===== config.mk =====
export PLATFORM = sky130hd
export DESIGN_NAME = wcat_ctrl
export DESIGN_NICKNAME = d
export VERILOG_FILES = /design/src/hw/rtl/wcat_pkg.sv /design/src/hw/rtl/wcat_ctrl.sv
export SDC_FILE = /design/constraint.sdc
export NUM_CORES = 1
export LEC_CHECK = 0
export ABC_CLOCK_PERIOD_IN_PS = 2500
export BUFFER_PORTS_ARGS = -buffer_cell sky130_fd_sc_hd__buf_2
export CAP_MARGIN = 25
export CORE_AREA = 5 5 42 44
export DETAILED_ROUTE_END_ITERATION = 8
export DIE_AREA = 0 0 47 49
export PLACE_DENSITY = 0.52
export SLEW_MARGIN = 20
export SYNTH_ARGS = -nofsm -noshare
export SYNTH_HDL_FRONTEND = slang
export SYNTH_SLANG_ARGS = --single-unit

===== constraint.sdc =====
create_clock -name clock -period 2.5 [get_ports clock]
set_input_delay 0 -clock clock [delete_from_list [all_inputs] [get_ports clock]]
set_output_delay 0 -clock clock [all_outputs]
set_load 0.01 [all_outputs]

===== src/hw/rtl/wcat_pkg.sv =====
// Package for the window credit and ack tracker.
// Holds field widths, opcodes, register indexes and the controller/datapath structs.
// No dependencies; compiled first.
package wcat_pkg;

   localparam int OP_W    = 2;
   localparam int PORT_W  = 16;
   localparam int SEQ_W   = 32;
   localparam int TIME_W  = 32;
   localparam int COUNT_W = 16;
   localparam int PKT_W   = 32;

   // Forward distances at or above half the sequence space are behind the base,
   // so only the low bits below the top one reach the divider.
   localparam int DIST_W = SEQ_W - 1;

   localparam logic [OP_W-1:0] OP_TICK = 2'd0;
   localparam logic [OP_W-1:0] OP_SEND = 2'd1;
   localparam logic [OP_W-1:0] OP_ACK  = 2'd2;

   localparam logic REG_WINDOW  = 1'b0;
   localparam logic REG_CONTROL = 1'b1;

   localparam logic [COUNT_W-1:0] WINDOW_RESET       = 16'd20;
   localparam logic [PORT_W-1:0]  CONTROL_PORT_RESET = 16'd60001;
   localparam logic [COUNT_W-1:0] CREDIT_RESET       = 16'd1;

   // The timestamp table depth must be a power of two.
   localparam int TABLE_DEPTH_DEF = 256;
   localparam int MTU_BYTES_DEF   = 1448;

   typedef struct packed {
      logic load;
      logic tick;
      logic send;
      logic start;
      logic div_start;
      logic advance;
      logic read;
      logic check;
      logic commit;
   } ctrl_cmd_type;

   typedef struct packed {
      logic [OP_W-1:0] op;
      logic            port_match;
      logic            started;
      logic            dist_ok;
      logic            div_done;
      logic            out_free;
   } dp_status_type;

endpackage


===== src/hw/rtl/wcat_ctrl.sv =====
// Controller state machine of the window credit and ack tracker.
// Sequences accept, decode, division, table lookup and result commit; uses wcat_pkg.
module wcat_ctrl (
   input  logic                   clock,
   input  logic                   reset,
   input  logic                   req_valid,
   output logic                   req_ready,
   input  wcat_pkg::dp_status_type status,
   output wcat_pkg::ctrl_cmd_type  cmd
);
   import wcat_pkg::*;

   localparam logic [2:0] S_IDLE   = 3'd0;
   localparam logic [2:0] S_DECODE = 3'd1;
   localparam logic [2:0] S_DIV    = 3'd2;
   localparam logic [2:0] S_READ   = 3'd3;
   localparam logic [2:0] S_CHECK  = 3'd4;
   localparam logic [2:0] S_DONE   = 3'd5;

   logic [2:0] state_ff, state_in;

   always_comb begin
      state_in  = state_ff;
      cmd       = '0;
      req_ready = 1'b0;
      unique case (state_ff)
         S_IDLE: begin
            req_ready = 1'b1;
            if (req_valid) begin
               cmd.load = 1'b1;
               state_in = S_DECODE;
            end
         end
         S_DECODE: begin
            state_in = S_DONE;
            unique case (status.op)
               OP_TICK: cmd.tick = 1'b1;
               OP_SEND: cmd.send = 1'b1;
               OP_ACK: begin
                  if (status.port_match) begin
                     cmd.start = 1'b1;
                  end else if (status.started && status.dist_ok) begin
                     cmd.div_start = 1'b1;
                     state_in      = S_DIV;
                  end
               end
               default: state_in = S_DONE;
            endcase
         end
         S_DIV: begin
            if (status.div_done) begin
               cmd.advance = 1'b1;
               state_in    = S_READ;
            end
         end
         S_READ: begin
            cmd.read = 1'b1;
            state_in = S_CHECK;
         end
         S_CHECK: begin
            cmd.check = 1'b1;
            state_in  = S_DONE;
         end
         S_DONE: begin
            if (status.out_free) begin
               cmd.commit = 1'b1;
               state_in   = S_IDLE;
            end
         end
         default: state_in = S_IDLE;
      endcase
   end

   always_ff @(posedge clock) begin
      if (reset) begin
         state_ff <= S_IDLE;
      end else begin
         state_ff <= state_in;
      end
   end

`ifndef NO_ASSERTIONS
   a_load_to_decode: assert property (@(posedge clock) disable iff (reset)
      cmd.load |=> state_ff == S_DECODE)
      else $error("accepted beat did not move to decode");
   a_one_op_cmd: assert property (@(posedge clock) disable iff (reset)
      $onehot0({cmd.tick, cmd.send, cmd.start, cmd.div_start}))
      else $error("more than one operation command issued");
   a_commit_to_idle: assert property (@(posedge clock) disable iff (reset)
      cmd.commit |=> (state_ff == S_IDLE && !cmd.commit))
      else $error("commit did not return to idle");
`endif

endmodule


==> summary.json <==
{
  "tightestPinTransition_ns": 0.312,
  "floorplan.initialDensity_pct": 20.5,
  "worst_path_dominant_cell_family": "flip-flops",
  "timing.fmax_mhz": 755,
  "power.share.switching_pct": 32.3,
  "crit_slowest_cell": "dfxtp_1",
  "cts_setup_buffers": 0,
  "powerDensity_mw_per_mm2": 525,
  "fin_setup_tns_ns": 0,
  "core_region_area_mm2": 0.00140,
  "ff2ff_path_depth": 3,
  "synth_top_area_share_pct": 20.9,
  "synthesis.area_um2": 288,
  "cts.htree.levels": 1,
  "async_flop_share_pct": 0,
  "gr-usage-met3_pct": 2.21,
  "detail-route-antenna-nets": 0,
  "wl_per_cell_um": 10.9,
  "grt_pass1_wl_mm": 1.33,
  "sequential_power_share_pct": 30.2,
  "setup_viol": 0,
  "status": "complete, no violations",
  "ys_seq_area_share_pct": 20.9,
  "use_met1_pct": 10.5,
  "detailedRoute.firstIterationViolations": 4,
  "critPathLaunchType": "flip-flop",
  "ys_seq_elements": 3,
  "gp_routability_congestion": 0.672,
  "clock_latency_of_the_later_clocked_register_in_the_worst_skew_pair_ns": 0.23,
  "timing_hold_violations_final": 0,
  "largest_reg_flops": 3,
  "count_of_yosys_warnings_during_synthesis": 0,
  "synth_top_cell_by_area": "dfxtp_1",
  "post_dp_cell_area_um2": 373,
  "unrepaired_setup_endpoints_after_global_routing": "no",
  "postSynthNetCount": 46,
  "pwr-share-clk_pct": 39.9,
  "rows": 14,
  "design.portCount": 20,
  "syn-mean-instance-area_um2": 7.99,
  "routed_wirelength_um": 794,
  "maxSlewViolCount": 0,
  "firstDrtPassIters": 2,
  "critical-path-max-stage-delay_ns": 0.49,
  "yosys-top-cells-area": "dfxtp_1 (21%), nor3_1 (10%), nand4b_4 (8.3%)",
  "largest-register": "state_ff",
  "holdPathStages": 3,
  "crit_start": "state_ff[0]$_SDFFE_PP0P_",
  "crit_path_cell_trace": "nor3b_2 -> and4b_2 -> buf_2",
  "count_of_antenna_diodes_in_the_layout": 0,
  "tritoncts.num_buffers": 3,
  "drive_above_1_share_pct": 49.1,
  "critical_path_buf_inv_count": 1,
  "cp_data_required_time_ns": 2.50,
  "worst_clock_skew_ns": 0.00319,
  "layout_min_cycle_time_ns": 1.33,
  "synth_edf_count": 0,
  "vdd_ir_drop_max_uv": 123,
  "cts.root.buffer_cell": "clkbuf_4",
  "route.detailed.drc": 0,
  "synth-main-ff-cell": "dfxtp_1",
  "relSlewSlack_pct": 79.2,
  "fillerInstances": 170,
  "intPower_uw": 145,
  "count_of_maximum_capacitance_violations": 0,
  "critPathCaptureType": "output pin",
  "synth_top_cells_by_count": "nor3_1 (6), dfxtp_1 (3), inv_1 (3), nand3_1 (3)",
  "clock_tree_from_tritoncts": "yes",
  "power.leakage_nw": 0.209,
  "initial_antenna_violation_count": 0,
  "period_share_pct": 53.0,
  "grt_busiest_layer": "met1",
  "cp_max_fo": 11,
  "post_route_cell_area_um2": 409,
  "power.combinational.fraction_pct": 29.9,
  "timing.critical_path.arrival_ns": 1.33,
  "first_global_vias": 319,
  "critPathKind": "flip-flop to output pin",
  "path_clk_slew_ns": 0.04,
  "worst_hold_startpoint": "status[1]",
  "drt-vias-per-instance": 4.59,
  "design.die.area_mm2": 0.00230,
  "path_depth": 3,
  "post_synth_num_cell_types": 23,
  "grt_overflow_total": 0,
  "grt_util_all_layers_pct": 7.95,
  "post_synth_inst_count": 36,
  "dp.final_hpwl_um": 642,
  "detailroute.via_count": 335,
  "io_buffer_count": 19,
  "finish.net_count": 68,
  "grt_max_degree": 12,
  "rr_startpoint": "state_ff[1]$_SDFFE_PP0P_",
  "area.growth.synth_to_final_pct": 42.2,
  "met2_usage_pct": 9.95,
  "height_of_the_chip_um": 49,
  "largest_registers": "state_ff (3)",
  "cts.sinks": 3,
  "clock_tree.buffer_depth": 2,
  "yosys.cell_count.top_type": "nor3_1",
  "worst_hold_path_type": "input pin to flip-flop",
  "die_x_um": 47,
  "switching_power_uw": 69.3
}
==> layout by cell type (no fill, tap or decap) <==
| cell | count |
|---|---|
| a21oi_1 | 1 |
| a31o_2 | 1 |
| a31oi_1 | 1 |
| and2_1 | 1 |
| and3_2 | 1 |
| and4b_2 | 1 |
| buf_2 | 19 |
| clkbuf_1 | 1 |
| clkbuf_4 | 3 |
| dfxtp_1 | 3 |
| dlygate4sd3_1 | 1 |
| inv_1 | 3 |
| nand2_1 | 1 |
| nand3_1 | 3 |
| nand4b_4 | 1 |
| nor2_1 | 2 |
| nor2b_1 | 1 |
| nor3_1 | 6 |
| nor3b_1 | 1 |
| nor3b_2 | 1 |
| nor4_1 | 1 |
| o21ai_0 | 1 |
| o21ai_1 | 1 |
| o21ba_2 | 1 |
| o311ai_1 | 1 |
==> worst min-delay path: stages <==
cell and delay, ns:
buf_2 0.09, nand3_1 0.09, a31oi_1 0.08
==> what timing repair did <==
item	4_1_cts	5_1_grt
hold buffers	1	0
resized for setup	0	0
setup endpoints to repair	0	0
endpoints found under the hold margin	2	0
==> power groups by stage <==
stage               clock network (mW)  registers [mW]  logic, mW
global route                    0.0905          0.0669     0.0718
finish                          0.0857          0.0649     0.0641
floorplan                            0          0.0559     0.0555
CTS                             0.0890          0.0649     0.0652
global placement                     0          0.0653     0.0631
detailed placement                   0          0.0654     0.0636
==> through the flow <==
step,power (mW),instances,hold WS (ns),setup WS (ns),util (%)
6_report,0.215,73,0.0821,1.17,29.2
5_1_grt,0.229,73,0.0864,1.05,29.2
2_1_floorplan,0.111,36,0.0503,1.51,-
3_5_place_dp,0.129,68,0.218,1.41,26.6
3_3_place_gp,0.128,68,0.210,1.44,26.6
4_1_cts,0.219,73,0.0787,1.16,29.2
==> final timing paths <==
| kind | endpoint | slack, ns |
|---|---|---|
| worst max-delay path | cmd[5] | 1.17 |
| worst min-delay path | state_ff[0]$_SDFFE_PP0P_ | 0.08 |
| worst max register to register | state_ff[1]$_SDFFE_PP0P_ | 1.42 |
| worst min register to register | state_ff[2]$_SDFFE_PP0P_ | 0.61 |
==> cells by family (layout without fill, tap and decap cells) <==
kind of cell | after synthesis | in the layout | share of synthesized area [%]
DFF | 3 | 3 | 20.9
buffers and inverters | 6 | 27 | 14.3
AOI/OAI and AO/OA | 7 | 7 | 17.0
and+or+nand+nor | 20 | 20 | 47.8
==> layout make-up <==
| type | count | area, µm² | share of cell area [%] |
|---|---|---|---|
| multi-input cells | 27 | 186 | 45.6 |
| repair buffers | 20 | 105 | 25.7 |
| flip-flops and latches | 3 | 60.1 | 14.7 |
| clock buffers | 4 | 26.3 | 6.42 |
| well taps | 16 | 20.0 | 4.89 |
| inverters | 3 | 11.3 | 2.75 |
==> layer usage <==
metal  part of all wire, %  wire length [µm]
met5                     0                 0
met4                   2.0                16
met3                    10                80
met2                    43               342
met1                    45               354
Note: power is estimated with default switching activity, not from simulation.
